**src/design/x86d_pkg.sv**
```systemverilog
// x86d_pkg: shared types, constants and opcode classification for the 8086 decoder
// no dependencies
package x86d_pkg;

	localparam int QueueDepth = 2;

	localparam logic [4:0] GROUP_NONE = 5'd31;

	typedef struct packed {
		logic [4:0]  group;
		logic [7:0]  opcode;
		logic [1:0]  mode;
		logic [2:0]  reg_field;
		logic [2:0]  rm_field;
		logic        wide;
		logic        to_register;
		logic [15:0] displacement;
		logic [15:0] immediate;
		logic [2:0]  length;
		logic        bad_opcode;
	} result_t;

	typedef struct packed {
		logic [7:0]  opcode;
		logic [7:0]  modrm;
		logic [15:0] disp;
		logic [15:0] imm;
		logic [2:0]  taken;
		logic        bad;
	} raw_t;

	function automatic logic [4:0] classify(input logic [7:0] op);
		logic [7:0] h6, h7, h4, h5;
		h6 = op & 8'hFC;
		h7 = op & 8'hFE;
		h4 = op & 8'hF0;
		h5 = op & 8'hF8;
		priority if (h6 == 8'h88 || h6 == 8'h38 || h6 == 8'h28 || h6 == 8'h18 ||
				h6 == 8'h10 || h6 == 8'h00) return 5'd0;
		else if (h4 == 8'hB0) return 5'd1;
		else if (h7 == 8'hC6) return 5'd2;
		else if (h6 == 8'h80) return 5'd3;
		else if (h7 == 8'h04 || h7 == 8'h14 || h7 == 8'h1C || h7 == 8'h3C ||
				h7 == 8'h2C) return 5'd4;
		else if (op == 8'hFF) return 5'd5;
		else if (op == 8'h8F) return 5'd6;
		else if (h4 == 8'h50) return 5'd7;
		else if (h7 == 8'h86) return 5'd8;
		else if (h6 == 8'hD0) return 5'd9;
		else if (h5 == 8'h90) return 5'd10;
		else if (h5 == 8'h40 || h5 == 8'h48) return 5'd11;
		else if (h7 == 8'hFE || h7 == 8'hF6) return 5'd12;
		else if (op == 8'h8D || op == 8'hC5 || op == 8'hC4) return 5'd13;
		else if (h6 == 8'h20) return 5'd14;
		else if (h7 == 8'h24) return 5'd15;
		else if (op == 8'h1F || op == 8'h0E || op == 8'hD7 || op == 8'h9F ||
				op == 8'h9E || op == 8'h9C || op == 8'h9D || op == 8'h37 ||
				op == 8'h27 || op == 8'h3F || op == 8'h2F || op == 8'h98 ||
				op == 8'h99 || op == 8'hEC || op == 8'hED || op == 8'hEE ||
				op == 8'hEF) return 5'd16;
		else if (op == 8'hE0 || op == 8'hE1 || op == 8'hE2 || op == 8'hE3 ||
				op == 8'hD4 || op == 8'hD5) return 5'd17;
		else if (op == 8'hE4 || op == 8'hE5 || op == 8'hE6 || op == 8'hE7) return 5'd18;
		else if (op == 8'hA0 || op == 8'hA1 || op == 8'hA2 || op == 8'hA3) return 5'd19;
		else if (h4 == 8'h70) return 5'd17;
		else return GROUP_NONE;
	endfunction

	function automatic logic has_modrm(input logic [4:0] g);
		return g == 5'd0 || g == 5'd2 || g == 5'd3 || g == 5'd5 || g == 5'd6 ||
			g == 5'd8 || g == 5'd9 || g == 5'd12 || g == 5'd13 || g == 5'd14;
	endfunction

	function automatic logic [1:0] disp_len(input logic [4:0] g, input logic [7:0] modrm);
		if (!has_modrm(g)) return (g == 5'd19) ? 2'd2 : 2'd0;
		if (modrm[7:6] == 2'd3) return 2'd0;
		if (modrm[7:6] == 2'd0) return (modrm[2:0] == 3'd6) ? 2'd2 : 2'd0;
		return modrm[7:6];
	endfunction

	function automatic logic [1:0] imm_len(input logic [4:0] g, input logic [7:0] op);
		unique case (g)
			5'd1: return op[3] ? 2'd2 : 2'd1;
			5'd2, 5'd4, 5'd15: return op[0] ? 2'd2 : 2'd1;
			5'd3: return (op[1:0] == 2'd1) ? 2'd2 : 2'd1;
			5'd17, 5'd18: return 2'd1;
			default: return 2'd0;
		endcase
	endfunction

endpackage

```
**src/design/x86d_if.sv**
```systemverilog
// x86d_if: valid/ready channel carrying one payload
// depends on nothing; payload type set by parameter
interface x86d_if #(parameter type payload_t = logic [7:0]);
	logic     valid;
	logic     ready;
	payload_t data;
	modport source (output valid, output data, input ready);
	modport sink (input valid, input data, output ready);
endinterface

```
**src/design/x86d_front.sv**
```systemverilog
// x86d_front: byte collector, gathers opcode, modrm and tail bytes per instruction
// depends on x86d_pkg
module x86d_front import x86d_pkg::*; (
	input  logic       clk,
	input  logic       arst_n,
	input  logic       in_valid,
	output logic       in_ready,
	input  logic [7:0] in_byte,
	output logic       push,
	input  logic       full,
	output raw_t       raw
);
	typedef enum logic [2:0] {
		PH_OPCODE = 3'b001,
		PH_MODRM  = 3'b010,
		PH_TAIL   = 3'b100
	} phase_t;

	phase_t      phase_q;
	logic [7:0]  op_q, modrm_q;
	logic [15:0] disp_q, imm_q;
	logic [2:0]  left_q, taken_q, pos_q;
	logic [1:0]  dlen_q;
	logic [4:0]  g_in, g_held;
	logic [2:0]  tail_in;
	logic        fire;
	logic [15:0] disp_n, imm_n;

	assign in_ready = !full;
	assign fire = in_valid && in_ready;
	assign g_in = classify(in_byte);
	assign g_held = classify(op_q);

	always_comb begin
		disp_n = disp_q;
		imm_n = imm_q;
		if ({1'b0, pos_q} < {2'b0, dlen_q}) begin
			if (pos_q[0]) disp_n[15:8] = disp_q[15:8] | in_byte;
			else disp_n[7:0] = disp_q[7:0] | in_byte;
		end else begin
			if (pos_q[0] ^ dlen_q[0]) imm_n[15:8] = imm_q[15:8] | in_byte;
			else imm_n[7:0] = imm_q[7:0] | in_byte;
		end
	end

	always_comb begin
		push = 1'b0;
		raw = '{opcode: op_q, modrm: modrm_q, disp: disp_q, imm: imm_q,
			taken: taken_q, bad: 1'b0};
		tail_in = 3'd0;
		unique case (phase_q)
			PH_MODRM: begin
				tail_in = {1'b0, disp_len(g_held, in_byte)} + {1'b0, imm_len(g_held, op_q)};
				raw.modrm = in_byte;
				raw.taken = 3'd2;
				push = fire && tail_in == 3'd0;
			end
			PH_TAIL: begin
				raw.disp = disp_n;
				raw.imm = imm_n;
				raw.taken = taken_q + 3'd1;
				push = fire && left_q == 3'd1;
			end
			default: begin
				tail_in = {1'b0, disp_len(g_in, 8'd0)} + {1'b0, imm_len(g_in, in_byte)};
				raw = '{opcode: in_byte, modrm: 8'd0, disp: 16'd0, imm: 16'd0,
					taken: 3'd1, bad: g_in == GROUP_NONE};
				push = fire && (g_in == GROUP_NONE ||
					(!has_modrm(g_in) && tail_in == 3'd0));
			end
		endcase
	end

	always_ff @(posedge clk or negedge arst_n) begin
		if (!arst_n) begin
			phase_q <= PH_OPCODE;
			op_q <= 8'd0;
			modrm_q <= 8'd0;
			disp_q <= 16'd0;
			imm_q <= 16'd0;
			dlen_q <= 2'd0;
			left_q <= 3'd0;
			pos_q <= 3'd0;
			taken_q <= 3'd0;
		end else if (fire) begin
			unique case (phase_q)
				PH_MODRM: begin
					modrm_q <= in_byte;
					taken_q <= 3'd2;
					dlen_q <= disp_len(g_held, in_byte);
					pos_q <= 3'd0;
					left_q <= tail_in;
					phase_q <= (tail_in == 3'd0) ? PH_OPCODE : PH_TAIL;
				end
				PH_TAIL: begin
					disp_q <= disp_n;
					imm_q <= imm_n;
					taken_q <= taken_q + 3'd1;
					pos_q <= pos_q + 3'd1;
					left_q <= left_q - 3'd1;
					if (left_q == 3'd1) phase_q <= PH_OPCODE;
				end
				default: begin
					op_q <= in_byte;
					modrm_q <= 8'd0;
					disp_q <= 16'd0;
					imm_q <= 16'd0;
					taken_q <= 3'd1;
					pos_q <= 3'd0;
					dlen_q <= disp_len(g_in, 8'd0);
					left_q <= tail_in;
					if (g_in == GROUP_NONE) phase_q <= PH_OPCODE;
					else if (has_modrm(g_in)) phase_q <= PH_MODRM;
					else if (tail_in != 3'd0) phase_q <= PH_TAIL;
					else phase_q <= PH_OPCODE;
				end
			endcase
		end
	end
endmodule

```
**src/design/x86d_queue.sv**
```systemverilog
// x86d_queue: small fifo of collected instructions between front and back
// depends on x86d_pkg
module x86d_queue import x86d_pkg::*; #(
	parameter int Depth = QueueDepth
) (
	input  logic clk,
	input  logic arst_n,
	input  logic push,
	input  raw_t push_data,
	output logic full,
	output logic pop_valid,
	input  logic pop,
	output raw_t pop_data
);
	localparam int AW = (Depth > 1) ? $clog2(Depth) : 1;
	raw_t              mem_q [Depth];
	logic [AW-1:0]     wr_q, rd_q;
	logic [AW:0]       cnt_q;

	assign full = cnt_q == (AW+1)'(Depth);
	assign pop_valid = cnt_q != '0;
	assign pop_data = mem_q[rd_q];

	always_ff @(posedge clk) begin
		if (push) mem_q[wr_q] <= push_data;
	end

	always_ff @(posedge clk or negedge arst_n) begin
		if (!arst_n) begin
			wr_q <= '0;
			rd_q <= '0;
			cnt_q <= '0;
		end else begin
			if (push) wr_q <= (wr_q == AW'(Depth - 1)) ? '0 : wr_q + AW'(1);
			if (pop) rd_q <= (rd_q == AW'(Depth - 1)) ? '0 : rd_q + AW'(1);
			cnt_q <= cnt_q + (AW+1)'(push) - (AW+1)'(pop);
		end
	end
endmodule

```
**src/design/x86d_back.sv**
```systemverilog
// x86d_back: field extraction of a collected instruction into a result register
// depends on x86d_pkg
module x86d_back import x86d_pkg::*; (
	input  logic    clk,
	input  logic    arst_n,
	input  logic    raw_valid,
	output logic    pop,
	input  raw_t    raw,
	output logic    out_valid,
	input  logic    out_ready,
	output result_t out_data
);
	result_t r;
	logic [4:0] g;
	logic       valid_q;

	assign pop = raw_valid && (!valid_q || out_ready);
	assign out_valid = valid_q;
	assign g = classify(raw.opcode);

	always_comb begin
		r = '0;
		r.opcode = raw.opcode;
		r.length = raw.taken;
		if (raw.bad) begin
			r.bad_opcode = 1'b1;
		end else begin
			r.group = g;
			r.wide = raw.opcode[0];
			r.displacement = raw.disp;
			r.immediate = raw.imm;
			if (has_modrm(g)) begin
				r.mode = raw.modrm[7:6];
				r.reg_field = raw.modrm[5:3];
				r.rm_field = raw.modrm[2:0];
			end
			if (g == 5'd1) begin
				r.reg_field = raw.opcode[2:0];
				r.wide = raw.opcode[3];
			end
			if (g == 5'd7 || g == 5'd10 || g == 5'd11) begin
				r.reg_field = raw.opcode[2:0];
				r.wide = 1'b1;
			end
			if (g == 5'd0 || g == 5'd14) r.to_register = raw.opcode[1];
			if (disp_len(g, raw.modrm) == 2'd1)
				r.displacement = {{8{raw.disp[7]}}, raw.disp[7:0]};
		end
	end

	always_ff @(posedge clk) begin
		if (pop) out_data <= r;
	end

	always_ff @(posedge clk or negedge arst_n) begin
		if (!arst_n) valid_q <= 1'b0;
		else if (pop) valid_q <= 1'b1;
		else if (out_ready) valid_q <= 1'b0;
	end
endmodule

```
**src/design/x86_16_instruction_decoder_top.sv**
```systemverilog
// 8086 instruction decoder: one code byte accepted per cycle while the queue is not full
// the last instruction byte is written into the queue, then into the result register, before the result request
// throughput: one byte per cycle unless the queue is full, results as instructions complete
// the front collects bytes; a two-entry queue and result register decouple output
// arst_n clears the byte phase, queue pointers and result valid
// depends on x86d_pkg, x86d_if, x86d_front, x86d_queue, x86d_back
module x86_16_instruction_decoder_top import x86d_pkg::*; #(
	parameter int Depth = QueueDepth
) (
	input logic clk,
	input logic arst_n,
	x86d_if.sink   in_ch,
	x86d_if.source out_ch
);
	logic push, full, pop, pvalid;
	raw_t wdata, rdata;

	x86d_front u_front (
		.clk, .arst_n,
		.in_valid(in_ch.valid), .in_ready(in_ch.ready), .in_byte(in_ch.data),
		.push, .full, .raw(wdata)
	);

	x86d_queue #(.Depth(Depth)) u_queue (
		.clk, .arst_n, .push, .push_data(wdata), .full,
		.pop_valid(pvalid), .pop, .pop_data(rdata)
	);

	x86d_back u_back (
		.clk, .arst_n, .raw_valid(pvalid), .pop, .raw(rdata),
		.out_valid(out_ch.valid), .out_ready(out_ch.ready), .out_data(out_ch.data)
	);
endmodule
```
**src/flat_wrapper.sv**
```systemverilog
// flat-port wrapper written by rule: the top's interface ports become plain ports
module x86_16_instruction_decoder_top_flat import x86d_pkg::*;
#(
	parameter int Depth = QueueDepth
)
  (clk, arst_n, in_ch_valid, in_ch_data, in_ch_ready, out_ch_valid, out_ch_data, out_ch_ready);
  x86d_if in_ch_i ();
  x86d_if out_ch_i ();
  input logic clk;
  input logic arst_n;
  input wire logic [$bits(in_ch_i.valid)-1:0] in_ch_valid;
  input wire logic [$bits(in_ch_i.data)-1:0] in_ch_data;
  output wire logic [$bits(in_ch_i.ready)-1:0] in_ch_ready;
  output wire logic [$bits(out_ch_i.valid)-1:0] out_ch_valid;
  output wire logic [$bits(out_ch_i.data)-1:0] out_ch_data;
  input wire logic [$bits(out_ch_i.ready)-1:0] out_ch_ready;
  assign in_ch_i.valid = in_ch_valid;
  assign in_ch_i.data = in_ch_data;
  assign in_ch_ready = in_ch_i.ready;
  assign out_ch_valid = out_ch_i.valid;
  assign out_ch_data = out_ch_i.data;
  assign out_ch_i.ready = out_ch_ready;
  x86_16_instruction_decoder_top #(.Depth(Depth)) u_core (.clk(clk), .arst_n(arst_n), .in_ch(in_ch_i), .out_ch(out_ch_i));
endmodule
```
**config.mk**
```make
export PLATFORM = sky130hd
export DESIGN_NAME = x86_16_instruction_decoder_top_flat
export DESIGN_NICKNAME = d
export VERILOG_FILES = /design/src/design/x86d_pkg.sv /design/src/design/x86d_if.sv /design/src/design/x86d_front.sv /design/src/design/x86d_queue.sv /design/src/design/x86d_back.sv /design/src/design/x86_16_instruction_decoder_top.sv /design/src/flat_wrapper.sv
export SDC_FILE = /design/constraint.sdc
export NUM_CORES = 1
export LEC_CHECK = 0
export ABC_AREA = 1
export BUFFER_PORTS_ARGS = -buffer_cell sky130_fd_sc_hd__buf_2
export CORE_MARGIN = 10
export CORE_UTILIZATION = 58
export CTS_BUF_LIST = sky130_fd_sc_hd__clkbuf_16
export DETAILED_ROUTE_END_ITERATION = 8
export GPL_ROUTABILITY_DRIVEN = 0
export PLACE_DENSITY = 0.77
export SYNTH_ARGS = -nofsm -noshare
export SYNTH_HDL_FRONTEND = slang
export SYNTH_SLANG_ARGS = --single-unit
```
**constraint.sdc**
```tcl
create_clock -name clk -period 4.2 [get_ports clk]
set_clock_uncertainty 0.2 [all_clocks]
set_input_delay 0.21 -clock clk [delete_from_list [all_inputs] [get_ports clk]]
set_output_delay 0.21 -clock clk [all_outputs]
set_load 0.05 [all_outputs]
```
==> results.ini, run 1 <==
[synthesis]
syn_area_um2=3800
synth_edf_count=24
synth.largest_area_cell=dfrtp_1
netlist.area_leader.share_pct=19.8
synth_cell_types=49
synth-seq-cells=55
synth.avg_cell_area_um2=7.25
synthesis.nets=547
synth_cells=524
synth.area.top_cells=dfrtp_1 20%, edfxtp_1 19%, nand2_1 12%
synth_ff_type=dfrtp_1
synthArstFlopShare_pct=56.4
ys.warnings.count=0
yosysSeqAreaShare_pct=39.4

[global_routing]
grt_pass1_vias=3439
gr-usage-met1_pct=22.7
busiest_layer=met2
grt_overflow=0
gr-usage-met3_pct=3.84
grt_usage_pct=18.0
grt_first_pass_wirelength_um=15300
grt_max_degree=32
antenna_found_initial=0
grt_use_met2_pct=29.0

[sta]
rsz0062_at_grt=true
clock.fmax_ghz=0.239
whs_ns=0.0103
setup_viol=0
finalCriticalPeriod_ns=4.18
maxSlewViolCount=0
max_slew_margin_pct=26.3
final_hold_viol_count=0
worstMarginPinSlew_ns=1.10
fin_crit_sh_pct=99.5

[clocking]
htree_levels=2
cts_max_path_buffers=2
cts_tree=done
numCtsBuffers=5
clkSinkCount=55
clock-root-buffer=clkbuf_16
clkLatencyLatePin_ns=0.29
clk_pin_slew_ns=0.07

[setup_path]
ff2ff_path_depth=25
worst_path_max_delay_cell=fa_1
critical_path_class=register to register
worst_setup_path_end_kind=register
worstSetupStartpointType=register
worstPathMaxFanout=5
rr_endpoint=u_core.u_queue.cnt_q[1]
max_stage_delay_ns=0.50
critPathArrivalTime_ns=4.15
endpoint=u_core.u_queue.cnt_q[1]
critPathRequiredTime_ns=4.18
r2r_setup_slack_ns=0.02

[finish]
area_growth_syn_to_layout_pct=16.8
fin_area_um2=4440
fin_nets=587
diodes=0
layout-drive-gt1-share_pct=24.2
final_util_pct=69.9

[pwr]
p_leak_nw=2.18
switchingPower_w=0.00144
pwr-share-clk_pct=14.0
powerDensity_nw_per_um2=686
seq_power_share_pct=32.2
pwr-share-comb_pct=53.9
switching_share_pct=47.1
power_w=0.00305
p_int_w=0.00161
vdd_drop_max_v=0.000568

[placement]
dpl_cell_area_um2=3950
place.port_buffers=21
hpwl_um=6800

[routing]
vias_per_cell=5.72
wire_per_inst_um=15.1
firstDrtPassIters=6
drc_errors=0
drt_iter0_markers=357
vias=3672
drtAntennaViolNets=0
wl_um=9670

[floorplan]
fp.dieW_um=101
die_y_um=101
row_count=29
initial_core_util_pct=59.8
ios=22
die-area_um2=10200
core_area_um2=6350

[worst_hold_path]
hold_depth=3
hold_class=input pin to register

[status]
status=finished, final reports clean

[flow_run]
drv_cap=0

power by group through the flow:
stage / Clock (W) / Sequential [W] / Combinational [W]
CTS: 0.000428 / 0.000963 / 0.00138
finish: 0.000426 / 0.000980 / 0.00164
floorplan: 0 / 0.00107 / 0.000895
global route: 0.000455 / 0.00101 / 0.00181
global placement: 0 / 0.000968 / 0.00124
detailed placement: 0 / 0.000976 / 0.00129
cells by family after synthesis:
kind of cell               Yosys count  synth area share, %
xor gates and xnor gates             5                 1.15
DFF                                 55                 39.4
buffers and inverters              104                 11.0
AOI/OAI and AO/OA                   67                 10.7
and+or+nand+nor                    282                 33.9
adders and majority gates           11                 3.82
layer usage:
layer  part of all wire [%]  routed length, um  vias to the layer above
li1                       -                  -                     1769
met3                    9.8                943                       41
met2                     46               4490                      200
met4                    3.7                359                        0
met5                      0                  0                        -
met1                     40               3880                     1662
layout make-up:
| class | instances | area, um2 |
|---|---|---|
| timing repair buffer | 44 | 305 |
| inverter | 93 | 358 |
| fill | 493 | 1910 |
| clock buffer | 5 | 125 |
| clock inverter | 3 | 25.0 |
| multi-input combinational | 365 | 2030 |
| sequential | 55 | 1500 |
| tap | 77 | 96.3 |
worst min path at each step:
stage | slack, ns | from | endpoint
after global placement | 0.13 | arst_n | async pin
after global routing | 0.05 | in_ch_data[0] | register
after floorplan | -0.29 | arst_n | async pin
after detailed placement | 0.13 | arst_n | u_core.u_front.dlen_q[1]
final | 0.01 | in_ch_data[0] | register
after CTS | 0.01 | in_ch_data[0] | register
what timing repair did:
action,4_1_cts,5_1_grt
hold buffers,2,0
pin swaps,8,13
resized for setup,10,44
buffers inserted,7,12
endpoints found under the setup margin,10,18
hold endpoints to repair,31,0
placed cells by master (no fill, tap or decap), drive strengths merged, types with 2 or more instances in the layout:
cell type / count
xor2: 3
or2: 3
dlygate4sd3: 2
nor3: 16
nor4: 3
edfxtp: 24
nand4: 15
inv: 94
dfrtp: 30
o211ai: 2
nand3: 25
clkinvlp: 2
a31oi: 4
clkbuf: 5
ha: 10
o21ai: 31
o22ai: 3
nand2: 132
xnor2: 2
nand3b: 2
a21oi: 17
buf: 42
a22oi: 3
nor2: 85
stage by stage:
stage               TNS, ns  setup slack [ns]  std cells
floorplan                 0             0.386        524
global placement          0             0.255        613
detailed placement   -0.118           -0.0778        613
CTS                       0            0.0276        630
global route          -1.22            -0.176        642
finish                    0            0.0220        642
synthesized netlist by cell type, types with 2 or more instances:
master      n
inv_1      76
a21oi_1    15
nand2_1   125
buf_2       2
nand3_2     2
a22oi_1     2
buf_4       3
dfrtp_1    30
buf_6       2
o21ai_1     5
ha_1       10
o22ai_1     3
nand2_2     6
xor2_1      3
nor3_1     13
a21oi_2     2
xnor2_1     2
nor2_2      8
inv_2      17
nand3b_1    2
nand3_1    23
or2_2       2
edfxtp_1   24
o211ai_1    2
o21ai_0    25
nand4_1    14
nor4_1      2
nor3_4      2
nor2_1     76
a31oi_1     4
clkbuf_1    4
worst max-delay path: cells and delay by family, from the launching register on:
| family | cells | cell delay, ns |
|---|---|---|
| and+or+nand+nor | 13 | 1.61 |
| adders and majority gates | 4 | 1.06 |
| buffers and inverters | 5 | 0.36 |
| xor gates and xnor gates | 1 | 0.12 |
| AOI/OAI and AO/OA | 2 | 0.29 |
| DFF | 1 | 0.44 |
Power figures use the tool's default switching activity.
==> run 2: changes to the inputs <==
--- a/config.mk
+++ b/config.mk
@@ -7,12 +7,14 @@
 export LEC_CHECK = 0
 export ABC_AREA = 1
 export BUFFER_PORTS_ARGS = -buffer_cell sky130_fd_sc_hd__buf_2
+export CELL_PAD_IN_SITES_DETAIL_PLACEMENT = 1
+export CELL_PAD_IN_SITES_GLOBAL_PLACEMENT = 1
 export CORE_MARGIN = 10
-export CORE_UTILIZATION = 58
+export CORE_UTILIZATION = 45
 export CTS_BUF_LIST = sky130_fd_sc_hd__clkbuf_16
 export DETAILED_ROUTE_END_ITERATION = 8
 export GPL_ROUTABILITY_DRIVEN = 0
-export PLACE_DENSITY = 0.77
+export PLACE_DENSITY = 0.81
 export SYNTH_ARGS = -nofsm -noshare
 export SYNTH_HDL_FRONTEND = slang
 export SYNTH_SLANG_ARGS = --single-unit
==> results.ini, run 2 (synthesis gave the netlist of run 1 again) <==
[routing]
wl_um=12400  ; was 9670 um
firstDrtPassIters=5  ; was 6
wire_per_inst_um=18.6  ; was 15.1 um
vias=3805  ; was 3672
vias_per_cell=5.70  ; was 5.72
drc_errors=0  ; unchanged
drtAntennaViolNets=0  ; unchanged
drt_iter0_markers=189  ; was 357

[floorplan]
core_area_um2=8220  ; was 6350 um2
initial_core_util_pct=46.2  ; was 59.8%
ios=22  ; unchanged
fp.dieW_um=112  ; was 101 um
die_y_um=112  ; was 101 um
die-area_um2=12500  ; was 10200 um2
row_count=33  ; was 29

[setup_path]
cp_num_buf_inv=5  ; unchanged
critical_path_class=register to register  ; unchanged
worstPathMaxFanout=4  ; was 5
critPathRequiredTime_ns=4.19  ; was 4.18 ns
worst_setup_path_end_kind=register  ; unchanged
crit_cells=25  ; unchanged
worstSetupStartpointType=register  ; unchanged
cpMostUsedCell=inv_2
critPathArrivalTime_ns=4.29  ; was 4.15 ns
critPathTopFamily=simple AND/OR/NAND/NOR gates  ; unchanged
max_stage_delay_ns=0.56  ; was 0.50 ns
ff2ff_path_depth=25  ; unchanged
worst_path_max_delay_cell=fa_1  ; unchanged

[placement]
place.port_buffers=21  ; unchanged
pre_cts_ws_ns=-0.0477  ; was -0.0778 ns
hpwl_um=8410  ; was 6800 um
dpl_cell_area_um2=4000  ; was 3950 um2

[clocking]
cts_max_path_buffers=2  ; unchanged
cts_tree=done  ; unchanged
numCtsBuffers=5  ; unchanged
clkLatencyLatePin_ns=0.29  ; about the same
clkSinkCount=55  ; unchanged
clk_pin_slew_ns=0.08  ; was 0.07 ns
htree_levels=2  ; unchanged
clock-root-buffer=clkbuf_16  ; unchanged

[finish]
fin_nets=585  ; was 587
final_util_pct=54.5  ; was 69.9%
area_growth_syn_to_layout_pct=17.8  ; was 16.8%
final_common_cell=nand2_1  ; unchanged
fin_area_um2=4480  ; was 4440 um2
diodes=0  ; unchanged
layout-drive-gt1-share_pct=22.9  ; was 24.2%
layout_common_cells=121 x nand2_1, 72 x nor2_1, 68 x inv_1, 27 x dfrtp_1  ; was 118 x nand2_1, 71 x nor2_1, 67 x inv_1, 26 x dfrtp_1, 24 x edfxtp_1
fill_cells=1057  ; was 493

[sta]
rsz0062_at_grt=true  ; unchanged
tns_ns=-1.36  ; was 0 ns
clock.fmax_ghz=0.232  ; was 0.239 GHz
max_slew_margin_pct=21.1  ; was 26.3%
maxSlewViolCount=0  ; unchanged
worstMarginPinSlew_ns=1.18  ; was 1.10 ns
setup_viol=18  ; was 0
setup_ws_ns=-0.107  ; was 0.0220 ns
finalCriticalPeriod_ns=4.31  ; was 4.18 ns
fin_crit_sh_pct=103  ; was 99.5%
final_hold_viol_count=0  ; unchanged

[global_routing]
grt_first_pass_wirelength_um=19500  ; was 15300 um
antenna_found_initial=0  ; unchanged
grt_pass1_vias=3873  ; was 3439
grt_overflow=0  ; unchanged
grt_max_degree=32  ; unchanged
grt_usage_pct=18.5  ; was 18.0%

[pwr]
p_leak_nw=2.18  ; about the same
vdd_drop_max_v=0.000268  ; was 0.000568 V
power_w=0.00325  ; was 0.00305 W
powerDensity_nw_per_um2=726  ; was 686 nW/um2

[worst_hold_path]
hold_depth=3  ; unchanged
hold_class=input pin to register  ; unchanged

[status]
violations=negative setup slack
status=complete, but fails checks  ; was finished, final reports clean

[flow_run]
drv_cap=0  ; unchanged

[run 2: what timing repair did]
action                     CTS  global route
gates cloned                 0             0
gates resized for setup     25            21
hold buffers                 2             0
hold endpoints to repair    31             0
pin swaps                   11            15
buffers inserted             8             6
setup endpoints to repair   18            20
[run 2: worst paths after layout]
| path | endpoint | slack [ns] | startpoint |
|---|---|---|---|
| max | u_core.u_queue.cnt_q[1] | -0.11 | register |
| min | register | 0.05 | in_ch_data[0] |
| max reg2reg | u_core.u_queue.cnt_q[1] | -0.11 | register |
| min reg2reg | u_core.u_queue.wr_q | 0.30 | u_core.u_queue.wr_q |
| max in group asynchronous | async pin | 2.92 | arst_n |
| min in group asynchronous | async pin | 0.32 | arst_n |
[run 2: report_power, final]
group / switching (W) / internal (W) / total [W]
sequential: 0.000156 / 0.000817 / 0.000973
clock: 0.000188 / 0.000340 / 0.000528
combinational: 0.00118 / 0.000567 / 0.00175
[run 2: final cells by class]
| cell class | instances | area [um2] | area share, % |
|---|---|---|---|
| timing repair buffer | 42 | 272 | 6.06 |
| tap | 105 | 131 | 2.93 |
| clock inverter | 3 | 63.8 | 1.43 |
| sequential | 55 | 1500 | 33.5 |
| multi-input combinational | 365 | 2030 | 45.2 |
| clock buffer | 5 | 125 | 2.79 |
| inverter | 93 | 358 | 7.99 |
[run 2: layer usage]
| layer | GRT usage [%] | part of all wire [%] | routed length, um |
|---|---|---|---|
| met3 | 2.47 | 4.7 | 581 |
| met1 | 23.7 | 44 | 5410 |
| met5 | 0 | 0 | 0 |
| met4 | 5.48 | 2.7 | 336 |
| met2 | 31.4 | 49 | 6100 |
[run 2: worst register-to-register path: stages, from the launching register on]
cell and delay, ns:
dfrtp_1 0.42, inv_2 0.13, nor2_4 0.06, inv_2 0.11
nor2_4 0.06, nor3_2 0.18, nor3_2 0.09, nor2_2 0.12
nand3_1 0.11, nor4_2 0.27, nand3_1 0.12, nand4_1 0.13
nand2_1 0.11, inv_2 0.10, ha_4 0.14, inv_2 0.04
fa_1 0.56, o22ai_2 0.10, nor2_2 0.17, nand3_2 0.12
a21oi_4 0.19, nand2_4 0.10, ha_4 0.29, inv_4 0.04
ha_4 0.15, xnor2_1 0.11
[run 2: metrics by stage]
stage / std cells / hold slack, ns
finish: 668 / 0.0503
floorplan: 524 / -0.286
CTS: 662 / 0.0403
global placement: 644 / 0.128
global route: 668 / 0.0524
detailed placement: 644 / 0.142
==> run 3: changes to the inputs <==
--- a/config.mk
+++ b/config.mk
@@ -6,7 +6,7 @@
 export NUM_CORES = 1
 export LEC_CHECK = 0
 export ABC_AREA = 1
-export BUFFER_PORTS_ARGS = -buffer_cell sky130_fd_sc_hd__buf_2
+export BUFFER_PORTS_ARGS = -buffer_cell sky130_fd_sc_hd__clkbuf_2
 export CELL_PAD_IN_SITES_DETAIL_PLACEMENT = 1
 export CELL_PAD_IN_SITES_GLOBAL_PLACEMENT = 1
 export CORE_MARGIN = 10
==> results.ini, run 3 (synthesis gave the netlist of run 1 again) <==
[global_routing]
grt_first_pass_wirelength_um=19600  ; was 19500 um
grt_pass1_vias=3963  ; was 3873
grt_overflow=0  ; unchanged
antenna_found_initial=0  ; unchanged
grt_usage_pct=18.7  ; was 18.5%
grt_max_degree=32  ; unchanged

[pwr]
switching_share_pct=49.8  ; was 47.0%
p_leak_nw=2.21  ; was 2.18 nW
switchingPower_w=0.00164  ; was 0.00153 W
powerDensity_nw_per_um2=723  ; was 726 nW/um2
pwr-share-clk_pct=13.5  ; was 16.2%
p_int_w=0.00165  ; was 0.00172 W
vdd_drop_max_v=0.000283  ; was 0.000268 V
seq_power_share_pct=30.0  ; was 29.9%
pwr-share-comb_pct=56.5  ; was 53.9%

[finish]
layout-drive-gt1-share_pct=25.3  ; was 22.9%
fin_nets=594  ; was 585
final_util_pct=55.3  ; was 54.5%
area_growth_syn_to_layout_pct=19.5  ; was 17.8%
fill_cells=1052  ; was 1057
final_common_cell=nand2_1  ; unchanged
layout_common_cells=117 x nand2_1, 68 x inv_1, 67 x nor2_1, 29 x dfrtp_1, 25 x buf_4  ; was 121 x nand2_1, 72 x nor2_1, 68 x inv_1, 27 x dfrtp_1
diodes=0  ; unchanged

[sta]
max_slew_margin_pct=21.2  ; was 21.1%
clock.fmax_ghz=0.223  ; was 0.232 GHz
worstMarginPinSlew_ns=1.18  ; about the same
fin_crit_sh_pct=107  ; was 103%
final_hold_viol_count=0  ; unchanged
setup_ws_ns=-0.291  ; was -0.107 ns
setup_viol=18  ; unchanged
maxSlewViolCount=0  ; unchanged
rsz0062_at_grt=true  ; unchanged
finalCriticalPeriod_ns=4.49  ; was 4.31 ns

[floorplan]
row_count=33  ; unchanged
die-area_um2=12500  ; unchanged
initial_core_util_pct=46.2  ; unchanged
die_y_um=112  ; unchanged
fp.dieW_um=112  ; unchanged
core_area_um2=8220  ; unchanged
ios=22  ; unchanged

[routing]
wire_per_inst_um=19.6  ; was 18.6 um
drtAntennaViolNets=0  ; unchanged
drc_errors=0  ; unchanged
vias=3846  ; was 3805
wl_um=13300  ; was 12400 um
drt_iter0_markers=212  ; was 189
firstDrtPassIters=5  ; unchanged
vias_per_cell=5.68  ; was 5.70

[placement]
place.port_buffers=21  ; unchanged
pre_cts_ws_ns=-0.0320  ; was -0.0477 ns
hpwl_um=8660  ; was 8410 um

[status]
violations=negative setup slack  ; unchanged
status=complete, but fails checks  ; unchanged

[flow_run]
drv_cap=0  ; unchanged

[setup_path]
critical_path_class=register to register  ; unchanged
critPathRequiredTime_ns=4.19  ; about the same
ff2ff_path_depth=27  ; was 25
critPathArrivalTime_ns=4.48  ; was 4.29 ns
worst_setup_path_end_kind=register  ; unchanged
worstSetupStartpointType=register  ; unchanged
worstPathMaxFanout=4  ; unchanged

[worst_hold_path]
hold_depth=3  ; unchanged
hold_class=input pin to register  ; unchanged

[clocking]
cts_max_path_buffers=2  ; unchanged
htree_levels=2  ; unchanged
clk_pin_slew_ns=0.08  ; about the same
clkLatencyLatePin_ns=0.30  ; was 0.29 ns
cts_tree=done  ; unchanged
numCtsBuffers=5  ; unchanged
clock-root-buffer=clkbuf_16  ; unchanged
clkSinkCount=55  ; unchanged

==> run 3: cell count changes in the layout (fill, tap and decap cells not counted), sizes merged <==
cell,previous run,this run
bufinv,2,0
clkinvlp,1,2
inv,93,94
buf,40,28
clkbuf,5,26
==> run 3: power groups by stage <==
stage | registers, W | logic (W) | clock network, W
2_1_floorplan | 0.00107 | 0.000895 | 0
3_3_place_gp | 0.000959 | 0.00133 | 0
3_5_place_dp | 0.000977 | 0.00138 | 0
4_1_cts | 0.000969 | 0.00146 | 0.000442
5_1_grt | 0.00101 | 0.00200 | 0.000468
6_report | 0.000984 | 0.00186 | 0.000444
==> run 3: per-stage QoR <==
stage | total power, W | instances | hold WS (ns) | area (um2) | setup TNS (ns)
after floorplan | 0.00196 | 524 | -0.286 | 3800 | 0
after global placement | 0.00229 | 644 | 0.153 | 4000 | 0
after detailed placement | 0.00236 | 644 | 0.156 | 4000 | -0.0320
after CTS | 0.00287 | 661 | 0.0464 | 4260 | 0
after global routing | 0.00347 | 677 | 0.0757 | 4540 | -8.15
final | 0.00328 | 677 | 0.0499 | 4540 | -4.65
==> run 3: cell type report <==
cell class	count	area, um2	share of cell area, %
clock buffers	5	125	2.76
clock inverters	3	27.5	0.606
multi-input cells	365	2050	45.2
flip-flops and latches	55	1500	33.0
well taps	105	131	2.89
repair buffers	51	347	7.63
inverters	93	360	7.94
==> run 3: what timing repair did <==
action / 4_1_cts / 5_1_grt
endpoints found under the setup margin: 10 / 20
buffers inserted: 7 / 16
hold buffers: 2 / 0
hold endpoints to repair: 31 / 0
pin swaps: 6 / 23
cloned: 0 / 0
gates resized for setup: 13 / 44
==> run 3: final timing paths <==
path,from,to,slack [ns]
min in group asynchronous,arst_n,async pin,0.34
min reg2reg,u_core.u_queue.mem_q[1][1],u_core.u_back.out_data[1],0.31
min,in_ch_data[6],register,0.05
max reg2reg,register,u_core.u_queue.cnt_q[1],-0.29
max,register,u_core.u_queue.cnt_q[1],-0.29
max in group asynchronous,arst_n,async pin,2.86
==> run 3: metal layers <==
| metal | up-vias | part of all wire [%] | track usage (%) |
|---|---|---|---|
| li1 | 1782 | - | - |
| met1 | 1891 | 43 | 22.5 |
| met2 | 127 | 49 | 33.2 |
| met3 | 46 | 4.9 | 3.11 |
| met4 | 0 | 3.5 | 5.74 |
| met5 | - | 0 | 0 |
==> run 3: worst max-delay path: stages, from the launching register on <==
cell and delay (ns):
dfrtp_1 0.42, buf_4 0.16, nor2_4 0.14, inv_4 0.07
buf_4 0.14, nor3_2 0.28, a21oi_2 0.10, nand4_1 0.11
nor2_1 0.06, nand4_1 0.09, nand2_1 0.06, nand3b_1 0.08
nand3_1 0.10, nand4_1 0.17, nand2_1 0.09, inv_2 0.09
ha_4 0.14, inv_2 0.04, fa_1 0.57, o22ai_2 0.09
nor2_1 0.17, nand3_1 0.13, a21oi_2 0.19, nand2_2 0.12
ha_4 0.28, inv_2 0.04, ha_4 0.14, xnor2_1 0.11
